## src/rtl/srts_pkg.sv

```systemverilog
// Shared types and constants of the shortest-remaining-time task scheduler.
package srts_pkg;

  localparam int FIELD_W  = 16;
  localparam int STATUS_W = 3;

  localparam logic REQ_LOAD = 1'b0;
  localparam logic REQ_TICK = 1'b1;

  typedef enum logic [STATUS_W-1:0] {
    ST_LOADED      = 3'd0,
    ST_FULL        = 3'd1,
    ST_ZERO_BURST  = 3'd2,
    ST_IDLE_TICK   = 3'd3,
    ST_RAN         = 3'd4,
    ST_FINISHED    = 3'd5
  } status_t;

  typedef enum logic [9:0] {
    S_IDLE   = 10'b0000000001,
    S_SCAN   = 10'b0000000010,
    S_DRAIN  = 10'b0000000100,
    S_PICK   = 10'b0000001000,
    S_UPD    = 10'b0000010000,
    S_CALC_T = 10'b0000100000,
    S_CALC_W = 10'b0001000000,
    S_CALC_R = 10'b0010000000,
    S_FIN    = 10'b0100000000,
    S_SPARE  = 10'b1000000000
  } state_t;

  typedef struct packed {
    logic clr;
    logic vld;
  } pick_ctl_t;

endpackage

```

## src/rtl/shortest_remaining_tick_scheduler.sv

```systemverilog
// Top level of the preemptive shortest-remaining-time-first task scheduler.
// A load transaction, or a tick with no task loaded, goes from acceptance straight to the result stage.
// Otherwise a tick scans the N loaded slots one per cycle, picks the ready task with the least remaining
// time, runs it if one is ready and, when it finishes, computes turnaround, wait and response times.
// One transaction is in work at a time; a new one is taken once the result is registered.
// Reset clears the slot and finish counters and time; slot contents are unknown until loaded.
module shortest_remaining_tick_scheduler import srts_pkg::*; #(
  parameter int MAX_TASKS = 16,
  parameter int TIME_BITS = 16
) (
  input  logic        clk,
  input  logic        rst_n,
  input  logic        in_tvalid,
  output logic        in_tready,
  input  logic [47:0] in_tdata,   // task_id, arrive_at, burst_len
  input  logic [0:0]  in_tuser,   // req_type
  output logic        out_tvalid,
  input  logic        out_tready,
  output logic [87:0] out_tdata,  // tick_at, ran_id, turnaround, wait_ticks, response, all_done
  output logic [2:0]  out_tuser   // status
);

  localparam int AA      = $clog2(MAX_TASKS);
  localparam int CW      = $clog2(MAX_TASKS + 1);
  localparam int XW      = (TIME_BITS > FIELD_W) ? TIME_BITS : FIELD_W;
  localparam int ID_LO   = 0;
  localparam int ARR_LO  = FIELD_W;
  localparam int BUR_LO  = 2 * FIELD_W;
  localparam int LEFT_LO = 3 * FIELD_W;
  localparam int FR_LO   = 4 * FIELD_W;
  localparam int STD_BIT = 4 * FIELD_W + TIME_BITS;
  localparam int EW      = 4 * FIELD_W + TIME_BITS + 1;
  localparam logic [TIME_BITS-1:0] TIME_MAX = '1;

  function automatic logic [FIELD_W-1:0] sat16(input logic [XW-1:0] v);
    if (v > XW'(16'hFFFF)) begin
      return 16'hFFFF;
    end
    return v[FIELD_W-1:0];
  endfunction

  state_t               state_r, state_nxt;
  logic [CW-1:0]        used_r, used_nxt;
  logic [CW-1:0]        fin_r, fin_nxt;
  logic [TIME_BITS-1:0] time_r, time_nxt;
  logic [CW-1:0]        idx_r, idx_nxt;
  logic                 scan_vld_r;
  logic [AA-1:0]        scan_idx_r;
  logic                 out_valid_r, out_valid_nxt;

  status_t              res_status_r, res_status_nxt;
  logic [FIELD_W-1:0]   tick_r, tick_nxt;
  logic [FIELD_W-1:0]   ran_r, ran_nxt;
  logic [FIELD_W-1:0]   turn_r, turn_nxt;
  logic [FIELD_W-1:0]   wait_r, wait_nxt;
  logic [FIELD_W-1:0]   resp_r, resp_nxt;
  logic [XW-1:0]        t_r, t_nxt;
  logic [FIELD_W-1:0]   arr_r, arr_nxt;
  logic [FIELD_W-1:0]   burst_r, burst_nxt;
  logic [TIME_BITS-1:0] fr_r, fr_nxt;
  logic [2:0]           out_status_r;
  logic [87:0]          out_data_r;

  logic                 wr_en, rd_en;
  logic [AA-1:0]        wr_addr, rd_addr;
  logic [EW-1:0]        wr_data, rd_data, upd_entry;
  logic [FIELD_W-1:0]   in_id, in_arr, in_burst, new_left;
  logic [TIME_BITS-1:0] time_inc;
  logic [XW-1:0]        sub_a, sub_b;
  logic [XW:0]          diff;
  logic                 borrow, found, out_load;
  logic [AA-1:0]        pick_idx;
  pick_ctl_t            pctl;

  assign in_id    = in_tdata[15:0];
  assign in_arr   = in_tdata[31:16];
  assign in_burst = in_tdata[47:32];
  assign in_tready = (state_r == S_IDLE);
  assign time_inc  = (time_r == TIME_MAX) ? time_r : time_r + 1'b1;
  assign new_left  = rd_data[LEFT_LO +: FIELD_W] - 1'b1;
  assign out_load  = (state_r == S_FIN) && (!out_valid_r || out_tready);

  always_comb begin
    case (state_r)
      S_CALC_T: begin
        sub_a = XW'(time_r);
        sub_b = XW'(arr_r);
      end
      S_CALC_W: begin
        sub_a = t_r;
        sub_b = XW'(burst_r);
      end
      default: begin
        sub_a = XW'(fr_r);
        sub_b = XW'(arr_r);
      end
    endcase
    diff   = {1'b0, sub_a} - {1'b0, sub_b};
    borrow = diff[XW];
  end

  always_comb begin
    upd_entry = rd_data;
    upd_entry[LEFT_LO +: FIELD_W] = new_left;
    if (!rd_data[STD_BIT]) begin
      upd_entry[STD_BIT] = 1'b1;
      upd_entry[FR_LO +: TIME_BITS] = time_r;
    end
  end

  always_comb begin
    state_nxt      = state_r;
    used_nxt       = used_r;
    fin_nxt        = fin_r;
    time_nxt       = time_r;
    idx_nxt        = idx_r;
    res_status_nxt = res_status_r;
    tick_nxt       = tick_r;
    ran_nxt        = ran_r;
    turn_nxt       = turn_r;
    wait_nxt       = wait_r;
    resp_nxt       = resp_r;
    t_nxt          = t_r;
    arr_nxt        = arr_r;
    burst_nxt      = burst_r;
    fr_nxt         = fr_r;
    wr_en          = 1'b0;
    wr_addr        = used_r[AA-1:0];
    wr_data        = {1'b0, TIME_BITS'(0), in_burst, in_burst, in_arr, in_id};
    rd_en          = 1'b0;
    rd_addr        = idx_r[AA-1:0];
    pctl.clr       = 1'b0;
    pctl.vld       = scan_vld_r;
    case (state_r)
      S_IDLE: begin
        if (in_tvalid) begin
          tick_nxt  = sat16(XW'(time_r));
          ran_nxt   = '0;
          turn_nxt  = '0;
          wait_nxt  = '0;
          resp_nxt  = '0;
          state_nxt = S_FIN;
          if (in_tuser[0] == REQ_LOAD) begin
            if (in_burst == '0) begin
              res_status_nxt = ST_ZERO_BURST;
            end else if (used_r >= CW'(MAX_TASKS)) begin
              res_status_nxt = ST_FULL;
            end else begin
              wr_en          = 1'b1;
              used_nxt       = used_r + 1'b1;
              res_status_nxt = ST_LOADED;
            end
          end else if (used_r == '0) begin
            res_status_nxt = ST_IDLE_TICK;
            time_nxt       = time_inc;
          end else begin
            idx_nxt   = '0;
            pctl.clr  = 1'b1;
            state_nxt = S_SCAN;
          end
        end
      end
      S_SCAN: begin
        rd_en   = 1'b1;
        idx_nxt = idx_r + 1'b1;
        if (idx_r == used_r - 1'b1) begin
          state_nxt = S_DRAIN;
        end
      end
      S_DRAIN: begin
        state_nxt = S_PICK;
      end
      S_PICK: begin
        if (!found) begin
          res_status_nxt = ST_IDLE_TICK;
          time_nxt       = time_inc;
          state_nxt      = S_FIN;
        end else begin
          rd_en     = 1'b1;
          rd_addr   = pick_idx;
          state_nxt = S_UPD;
        end
      end
      S_UPD: begin
        wr_en     = 1'b1;
        wr_addr   = pick_idx;
        wr_data   = upd_entry;
        time_nxt  = time_inc;
        ran_nxt   = rd_data[ID_LO +: FIELD_W];
        arr_nxt   = rd_data[ARR_LO +: FIELD_W];
        burst_nxt = rd_data[BUR_LO +: FIELD_W];
        fr_nxt    = upd_entry[FR_LO +: TIME_BITS];
        if (new_left == '0) begin
          fin_nxt        = fin_r + 1'b1;
          res_status_nxt = ST_FINISHED;
          state_nxt      = S_CALC_T;
        end else begin
          res_status_nxt = ST_RAN;
          state_nxt      = S_FIN;
        end
      end
      S_CALC_T: begin
        t_nxt     = diff[XW-1:0];
        turn_nxt  = sat16(diff[XW-1:0]);
        state_nxt = S_CALC_W;
      end
      S_CALC_W: begin
        wait_nxt  = borrow ? '0 : sat16(diff[XW-1:0]);
        state_nxt = S_CALC_R;
      end
      S_CALC_R: begin
        resp_nxt  = borrow ? '0 : sat16(diff[XW-1:0]);
        state_nxt = S_FIN;
      end
      S_FIN: begin
        if (out_load) begin
          state_nxt = S_IDLE;
        end
      end
      default: begin
        state_nxt = S_IDLE;
      end
    endcase
  end

  always_comb begin
    out_valid_nxt = out_valid_r;
    if (out_load) begin
      out_valid_nxt = 1'b1;
    end else if (out_tready) begin
      out_valid_nxt = 1'b0;
    end
  end

  always_ff @(posedge clk) begin
    if (!rst_n) begin
      state_r     <= S_IDLE;
      used_r      <= '0;
      fin_r       <= '0;
      time_r      <= '0;
      idx_r       <= '0;
      scan_vld_r  <= 1'b0;
      out_valid_r <= 1'b0;
    end else begin
      state_r     <= state_nxt;
      used_r      <= used_nxt;
      fin_r       <= fin_nxt;
      time_r      <= time_nxt;
      idx_r       <= idx_nxt;
      scan_vld_r  <= (state_r == S_SCAN);
      out_valid_r <= out_valid_nxt;
    end
  end

  always_ff @(posedge clk) begin
    scan_idx_r   <= idx_r[AA-1:0];
    res_status_r <= res_status_nxt;
    tick_r       <= tick_nxt;
    ran_r        <= ran_nxt;
    turn_r       <= turn_nxt;
    wait_r       <= wait_nxt;
    resp_r       <= resp_nxt;
    t_r          <= t_nxt;
    arr_r        <= arr_nxt;
    burst_r      <= burst_nxt;
    fr_r         <= fr_nxt;
    if (out_load) begin
      out_status_r <= res_status_r;
      out_data_r   <= {7'b0, (fin_r == used_r), resp_r, wait_r, turn_r, ran_r, tick_r};
    end
  end

  srts_ram #(
    .WIDTH (EW),
    .DEPTH (MAX_TASKS)
  ) u_table (
    .clk     (clk),
    .wr_en   (wr_en),
    .wr_addr (wr_addr),
    .wr_data (wr_data),
    .rd_en   (rd_en),
    .rd_addr (rd_addr),
    .rd_data (rd_data)
  );

  srts_pick #(
    .MAX_TASKS (MAX_TASKS),
    .TIME_BITS (TIME_BITS)
  ) u_pick (
    .clk          (clk),
    .rst_n        (rst_n),
    .ctl          (pctl),
    .slot_idx     (scan_idx_r),
    .slot_arrival (rd_data[ARR_LO +: FIELD_W]),
    .slot_left    (rd_data[LEFT_LO +: FIELD_W]),
    .time_now     (time_r),
    .found        (found),
    .pick_idx     (pick_idx)
  );

  assign out_tvalid = out_valid_r;
  assign out_tdata  = out_data_r;
  assign out_tuser  = out_status_r;

endmodule

```

## src/rtl/srts_ram.sv

```systemverilog
// Generic single-write, single-read memory with registered read data.
module srts_ram #(
  parameter int WIDTH = 8,
  parameter int DEPTH = 16
) (
  input  logic                     clk,
  input  logic                     wr_en,
  input  logic [$clog2(DEPTH)-1:0] wr_addr,
  input  logic [WIDTH-1:0]         wr_data,
  input  logic                     rd_en,
  input  logic [$clog2(DEPTH)-1:0] rd_addr,
  output logic [WIDTH-1:0]         rd_data
);

  logic [WIDTH-1:0] mem [DEPTH];

  always_ff @(posedge clk) begin
    if (wr_en) begin
      mem[wr_addr] <= wr_data;
    end
    if (rd_en) begin
      rd_data <= mem[rd_addr];
    end
  end

endmodule

```

## src/rtl/srts_pick.sv

```systemverilog
// Running minimum search over the task table, one slot per cycle.
module srts_pick import srts_pkg::*; #(
  parameter int MAX_TASKS = 16,
  parameter int TIME_BITS = 16
) (
  input  logic                         clk,
  input  logic                         rst_n,
  input  pick_ctl_t                    ctl,
  input  logic [$clog2(MAX_TASKS)-1:0] slot_idx,
  input  logic [FIELD_W-1:0]           slot_arrival,
  input  logic [FIELD_W-1:0]           slot_left,
  input  logic [TIME_BITS-1:0]         time_now,
  output logic                         found,
  output logic [$clog2(MAX_TASKS)-1:0] pick_idx
);

  localparam int AA = $clog2(MAX_TASKS);
  localparam int XW = (TIME_BITS > FIELD_W) ? TIME_BITS : FIELD_W;

  logic               found_r, found_nxt;
  logic [FIELD_W-1:0] best_r, best_nxt;
  logic [AA-1:0]      pick_r, pick_nxt;
  logic               take;

  assign take = ctl.vld && (XW'(slot_arrival) <= XW'(time_now)) && (slot_left != '0) &&
                (!found_r || (slot_left < best_r));

  always_comb begin
    found_nxt = found_r;
    best_nxt  = best_r;
    pick_nxt  = pick_r;
    if (ctl.clr) begin
      found_nxt = 1'b0;
    end else if (take) begin
      found_nxt = 1'b1;
      best_nxt  = slot_left;
      pick_nxt  = slot_idx;
    end
  end

  always_ff @(posedge clk) begin
    if (!rst_n) begin
      found_r <= 1'b0;
    end else begin
      found_r <= found_nxt;
    end
  end

  always_ff @(posedge clk) begin
    best_r <= best_nxt;
    pick_r <= pick_nxt;
  end

  assign found    = found_r;
  assign pick_idx = pick_r;

endmodule
```

## config.mk

```make
export PLATFORM = sky130hd
export DESIGN_NAME = shortest_remaining_tick_scheduler
export DESIGN_NICKNAME = d
export VERILOG_FILES = /design/src/rtl/srts_pkg.sv /design/src/rtl/shortest_remaining_tick_scheduler.sv /design/src/rtl/srts_ram.sv /design/src/rtl/srts_pick.sv
export SDC_FILE = /design/constraint.sdc
export NUM_CORES = 2
export LEC_CHECK = 0
export ABC_CLOCK_PERIOD_IN_PS = 10200
export BUFFER_PORTS_ARGS = -buffer_cell sky130_fd_sc_hd__buf_4
export CORE_MARGIN = 5
export CORE_UTILIZATION = 55
export CTS_CLUSTER_DIAMETER = 100
export CTS_CLUSTER_SIZE = 25
export DETAILED_ROUTE_END_ITERATION = 6
export PLACE_DENSITY = 0.79
export SLEW_MARGIN = 25
export SYNTH_ARGS = -nofsm -noshare
export SYNTH_HDL_FRONTEND = slang
export SYNTH_SLANG_ARGS = --single-unit
```

## constraint.sdc

```tcl
create_clock -name clk -period 10.2 [get_ports clk]
set_input_delay 1.53 -clock clk [delete_from_list [all_inputs] [get_ports clk]]
set_output_delay 1.53 -clock clk [all_outputs]
set_load 0.01 [all_outputs]
```

======== Yosys cells after proc, flatten, opt, wreduce, memory -nomap -nowiden ========
Memories as Yosys holds them, arrays and structs flattened. A register that Yosys moved wholly into a read port is not among the register bits.
Cells that the tools add are included.
word-level totals
  register bits after elaboration ......... 299
  RAM bits ................................ 1296
  output and inout bits ................... 93
  memories kept ........................... 1
memories
  name         depth  width  read ports  clocked after Yosys merged registers in  wr ports  RTL line        source
  u_table.mem  16     81     1           1                                        1         srts_ram.sv:15  logic [WIDTH-1:0] mem [DEPTH];
cells by class
  add/subtract/negate cells ............... 7
  magnitude comparators ................... 5
  equality and inequality tests ........... 20
  muxes and demuxes ....................... 68
  bitwise operators ....................... 5
  reduce and logical (&&, ||, !) cells .... 32
operator list
  kind                                                                    count
  16-bit 2-to-1 mux                                                       16
  16-bit one-hot mux with 2 select lines                                  5
  10-bit one-hot mux with 9 select lines                                  1
  81-bit 2-to-1 mux                                                       1
  16-bit one-hot mux with 3 select lines                                  1
  9-bit 2-to-1 mux                                                        4
  16-bit greater-than comparator, second input constant                   2
  16-bit logical NOT                                                      2
  10-bit 2-to-1 mux                                                       3
  1-bit 2-to-1 mux                                                        22
  16-bit by 16-bit subtractor with 17-bit output                          1
  16-bit by 1-bit adder with 16-bit output, second input constant         1
  16-bit equality test, second input constant                             1
  16-bit <= comparator                                                    1
  16-bit < comparator                                                     1
  16-bit nonzero test                                                     1
  16-bit by 1-bit subtractor with 16-bit output, second input constant    1
  5-bit by 1-bit adder with 5-bit output, second input constant           3
  5-bit 2-to-1 mux                                                        3
  2-bit AND reduction                                                     7
  3-bit 2-to-1 mux                                                        4
  4-bit 2-to-1 mux                                                        3
  2-bit nonzero test                                                      6
  10-bit by 1-bit equality test with 1-bit output, second input constant  1
  28 further kinds                                                        46

======== Logic depth before layout (Yosys ltp) ========
  word-level depth ........................ 9
  gate-level depth with buffers ........... 17
  gate-level depth less buffers ........... 14

======== Hierarchy ========
A second synthesis with hierarchy kept.
second synthesis, totals
  cell total of the unflattened synthesis .. 3259
  area, all modules ....................... 64650.8 µm²
modules (own cells, without submodules)
  module                             instances  cells each  area each (µm²)  sequential area each (µm²)
  srts_ram                           1          2078        50875.0          41349.7
  shortest_remaining_tick_scheduler  1          1039        12295.5          7857.5
  srts_pick                          1          142         1480.2           620.6

======== Worst setup path before layout ========
Ideal clock, no wire load.
  kind .................................... input-to-reg
  start ................................... input in_tvalid
  end ..................................... memory u_table.mem[7][0] (netlist bit), enable pin
  setup time .............................. 0.521 ns
  arrival ................................. 5.954 ns
  data required time ...................... 9.679 ns
  path slack .............................. 3.724 ns
  cell stages on the path ................. 5
  buffers on the path ..................... 0
  path through ............................ nand4_1 -> nor3b_2 -> and3_1 -> a31oi_1 -> nor2_1
on the way
  longest elaborated chain between the ends .. 4
ends and longest elaborated chain
  item                                    RTL line                                  source
  start: declaration                      shortest_remaining_tick_scheduler.sv:13   input logic in_tvalid,
  1-bit 2-to-1 mux                        shortest_remaining_tick_scheduler.sv:136  if (in_tvalid) begin
  1-bit one-hot mux with 2 select lines   shortest_remaining_tick_scheduler.sv:134  case (state_r)
  1-bit 2-to-1 mux                        srts_ram.sv:18                            if (wr_en) begin
  1-bit 2-to-1 mux (implied by the code)  srts_ram.sv:19                            mem[wr_addr] <= wr_data;
  end: declaration                        srts_ram.sv:15
Every way passes these cells.

======== Final worst setup path ========
  start ................................... register state_r[0]
  end ..................................... register resp_r[0], data pin
on the way
  longest elaborated chain between the ends .. 9
ends and longest elaborated chain
  item                                                                                                                       RTL line                                  source
  start: declaration                                                                                                         shortest_remaining_tick_scheduler.sv:42   state_t state_r, state_nxt;
  start signal: assignment                                                                                                   shortest_remaining_tick_scheduler.sv:245  state_r <= state_nxt;
  10-bit by 7-bit equality test with 1-bit output / 10-bit by 6-bit equality test with 1-bit output (equally long branches)  shortest_remaining_tick_scheduler.sv:84   case (state_r)
  16-bit one-hot mux with 2 select lines / 16-bit 2-to-1 mux (equally long branches)                                         shortest_remaining_tick_scheduler.sv:84
  16-bit by 16-bit subtractor with 17-bit output                                                                             shortest_remaining_tick_scheduler.sv:98   diff = {1'b0, sub_a} - {1'b0, sub_b};
  16-bit greater-than comparator                                                                                             shortest_remaining_tick_scheduler.sv:36   if (v > XW'(16'hFFFF)) begin
  1-bit 2-to-1 mux                                                                                                           shortest_remaining_tick_scheduler.sv:36
  1-bit 2-to-1 mux                                                                                                           shortest_remaining_tick_scheduler.sv:134
  16-bit 2-to-1 mux                                                                                                          shortest_remaining_tick_scheduler.sv:39   return v[FIELD_W-1:0];
  16-bit 2-to-1 mux                                                                                                          shortest_remaining_tick_scheduler.sv:212  resp_nxt = borrow ? '0 : sat16(diff[XW-1:0]);
  16-bit one-hot mux with 2 select lines (*)                                                                                 shortest_remaining_tick_scheduler.sv:134
  end signal: assignment                                                                                                     shortest_remaining_tick_scheduler.sv:262  resp_r <= resp_nxt;
  end: declaration                                                                                                           shortest_remaining_tick_scheduler.sv:56   logic [FIELD_W-1:0] resp_r, resp_nxt;
Mark *: on every way between the ends. The rest lies on a longest branch, timed or not. The select of a mux whose other input is x is not followed.
A chain may end at the register's enable or synchronous reset.

==> results.json <==
{
  "grt.met1_usage_pct": 31.5,
  "cts.sinks": 1675,
  "io_pins": 146,
  "async_flop_share_pct": 0,
  "finClkSkew_ps": 35.0,
  "port_buffers": 138,
  "synthTopCellsByCount": "edfxtp_1, mux2i_1, o22ai_1",
  "yosysTopAreaCell": "edfxtp_1",
  "synth_seq_area_share_pct": 76.2,
  "crit_path_max_fanout": 32,
  "internal_power_mw": 9.16,
  "top_usage_layer": "met2",
  "synth_most_common_cell": "edfxtp_1",
  "cts_hold_repair.buffers": 0,
  "hold_viol": 0,
  "layout_worst_path_cycle_share_pct": 52.9,
  "rows": 126,
  "placed_cell_area_sq_um": 68200,
  "syn_area_sq_um": 65400,
  "met3_usage_pct": 4.15,
  "synth_compound_area_share_pct": 5.07,
  "ff2ff_setup_slack_ps": 4810,
  "r2r_start": "state_r[0]",
  "p_comb_share_pct": 3.2,
  "final_max_slew_viol_count": 0,
  "hpwlAfterDp_mm": 84.7,
  "gr-usage-met2_pct": 37.8,
  "power_density_nw_per_um2": 162,
  "critPathArrivalTime_ps": 5860,
  "yosys-top-cells-area": "edfxtp_1, mux2i_1, o22ai_1, dfxtp_1, ha_1",
  "finalSetupViolations": 0,
  "min_from": "turn_r[2]",
  "gp_congestion": 0.859,
  "path_class": "flip-flop to flip-flop",
  "cts_htree_levels": 3,
  "synthCells": 3813,
  "ys_seq_elements": 1675,
  "start_util_pct": 55.4,
  "die_area_sq_um": 126000,
  "die_y_um": 355,
  "slew_headroom_pct": 23.8,
  "nNetsFinal": 4018,
  "via_count": 34700,
  "antenna_left": 0,
  "pwr-share-seq_pct": 67.5,
  "muxShareOfSynthArea_pct": 10.3,
  "period_needed_ps": 5390,
  "drc_errors": 0,
  "worstHoldPathCells": 0,
  "clock_latency_ps": 660,
  "tightest_slew_ps": 1140,
  "drt_iter0_drc": 4393,
  "cts.repair.resized": 0,
  "finish.instance_area_sq_um": 70400,
  "synth_top_area_share_pct": 74.7,
  "p_clk_share_pct": 29.3,
  "clock.fmax_mhz": 185,
  "cts-root-buf": "clkbuf_16",
  "grt_remaining_overflow": 0,
  "finalSetupTns_ps": 0,
  "clk_pin_slew_ps": 100,
  "cp-end-kind": "flip-flop",
  "area_growth_pct": 7.60,
  "drt_pass1_iterations": 6,
  "vdd_drop_max_mv": 0.143,
  "postCtsSetupBuffers": 0,
  "clk_path_buf_depth": 3,
  "ys_warn_count": 0,
  "outcome": "complete, no violations",
  "antenna_found_initial": 5,
  "track_usage_pct": 22.7,
  "yosys.area_share.simple_pct": 4.56,
  "cts_tree": "built",
  "synth_top_family_by_area": "multiplexers",
  "drt-vias-per-instance": 6.35,
  "synth.distinct_cells": 77,
  "switching_power_mw": 2.25,
  "die_w_um": 355,
  "synth_top_flop_cell": "edfxtp_1",
  "reg2regPathDepth": 15,
  "routedWlPerCell_um": 26.9,
  "synth_adder_area_share_pct": 1.06,
  "maxCapViolations": 0,
  "required_ps": 10670,
  "cts_buffers": 77,
  "drt_wl_total_mm": 147,
  "synth_xor_area_share_pct": 0.763,
  "core_sq_um": 118000,
  "grt_pass1_wl_mm": 216,
  "switching_share_pct": 19.7,
  "r2r_end": "resp_r[0]",
  "grt_pass1_vias": 33700,
  "syn_area_per_cell_sq_um": 17.2,
  "grt_max_degree": 131,
  "drive_gt1_share_pct": 8.97,
  "grt_setup_unrepaired": "false",
  "worstSetupStartpoint": "state_r[0]",
  "synth-edff-count": 1628,
  "p_leak_nw": 27.2,
  "holdPathEnd": "out_tdata[34]",
  "cp-start-kind": "flip-flop",
  "min_path_type": "flip-flop to flip-flop"
}
==> layer usage <==
layer,vias to the layer above,share of wire [%]
li1,15100,-
met1,17600,39
met2,1781,49
met3,191,10
met4,4,2.1
met5,-,0.018
==> state kept, by name, indices dropped and copies added, names as in the netlist, 4 cells and up <==
name             cells
idx_r                5
u_table.rd_data     81
turn_r              16
burst_r             16
ran_r               16
resp_r              16
u_pick.pick_idx      4
u_pick.best_r       16
used_r               5
arr_r               16
out_tdata           81
tick_r              16
time_r              16
u_table.mem       1296
fin_r                5
scan_idx_r           4
t_r                 16
state_r              9
fr_r                16
wait_r              16
==> kinds of logic after synthesis <==
group                    after synthesis
AO/OA/AOI/OAI                        510
XOR/XNOR                              57
adder cells (fa/ha/maj)               55
buffers and inverters                285
flip-flops                          1675
multiplexers                         671
other                                  1
AND/OR/NAND/NOR                      559
==> cells in the final DEF (no fill, tap or decap), drive strengths merged, types with 5 or more instances in the layout <==
cell,count
inv,89
o22ai,324
nand4,17
and2,37
o31ai,8
or4,87
nor4,16
dfxtp,47
nor2b,11
buf,210
nand3b,9
o21ai,52
or3,8
nor3b,6
a21o,29
conb,7
nor2,98
a31oi,10
mux2i,669
nand2b,10
a222oi,16
xnor2,37
nand3,19
or2,5
nor3,53
and3,9
a21oi,25
nand2,165
clkbuf,87
xor2,20
o21a,6
edfxtp,1628
ha,54
==> metrics by stage <==
stage | std cells | hold WS (ps) | worst slack [ps] | util (%) | total power [mW]
detailed placement | 5363 | 390 | 4500 | 57.8 | 8.22
finish | 5463 | 424 | 4810 | 59.6 | 11.4
CTS | 5456 | 421 | 4810 | 59.5 | 11.4
global placement | 5358 | 387 | 4560 | 57.7 | 8.20
global route | 5460 | 425 | 4360 | 59.6 | 11.7
floorplan | 3819 | 329 | 3720 | - | 8.04
==> how the worst max path moves through the flow <==
stage / end / slack [ps]
finish: resp_r[0] / 4810
global route: wait_r[5] / 4360
floorplan: u_table.mem[7][0] / 3720
detailed placement: u_table.mem[2][6] / 4500
CTS: wait_r[0] / 4810
global placement: u_table.mem[15][8] / 4560
==> power groups by stage <==
stage,sequential (mW),clock (mW),combinational [mW]
2_1_floorplan,7.85,0,0.192
3_3_place_gp,7.85,0,0.350
3_5_place_dp,7.86,0,0.361
4_1_cts,7.70,3.37,0.362
5_1_grt,7.71,3.63,0.394
6_report,7.70,3.35,0.366
==> worst max-delay path, cell delays in order, from the launching register on <==
cell	delay [ps]
dfxtp_1	400
nor4_1	670
and2_1	270
nand3b_1	640
clkinv_1	170
buf_4	360
a222oi_1	120
ha_1	270
fa_1	470
nor2b_1	180
o31a_1	200
o2111ai_1	160
a21o_1	220
and2_1	170
o21a_1	550
nor3_1	310
==> layout make-up <==
cell class / instances / area [sq um]
clock inverter: 6 / 88.8
clock buffer: 87 / 1960
timing repair buffer: 210 / 1770
sequential: 1675 / 49800
antenna: 3 / 7.51
tap: 1536 / 1920
fill: 8292 / 47700
inverter: 87 / 332
multi-input combinational: 1859 / 14500
Power figures use the tool's default switching activity.
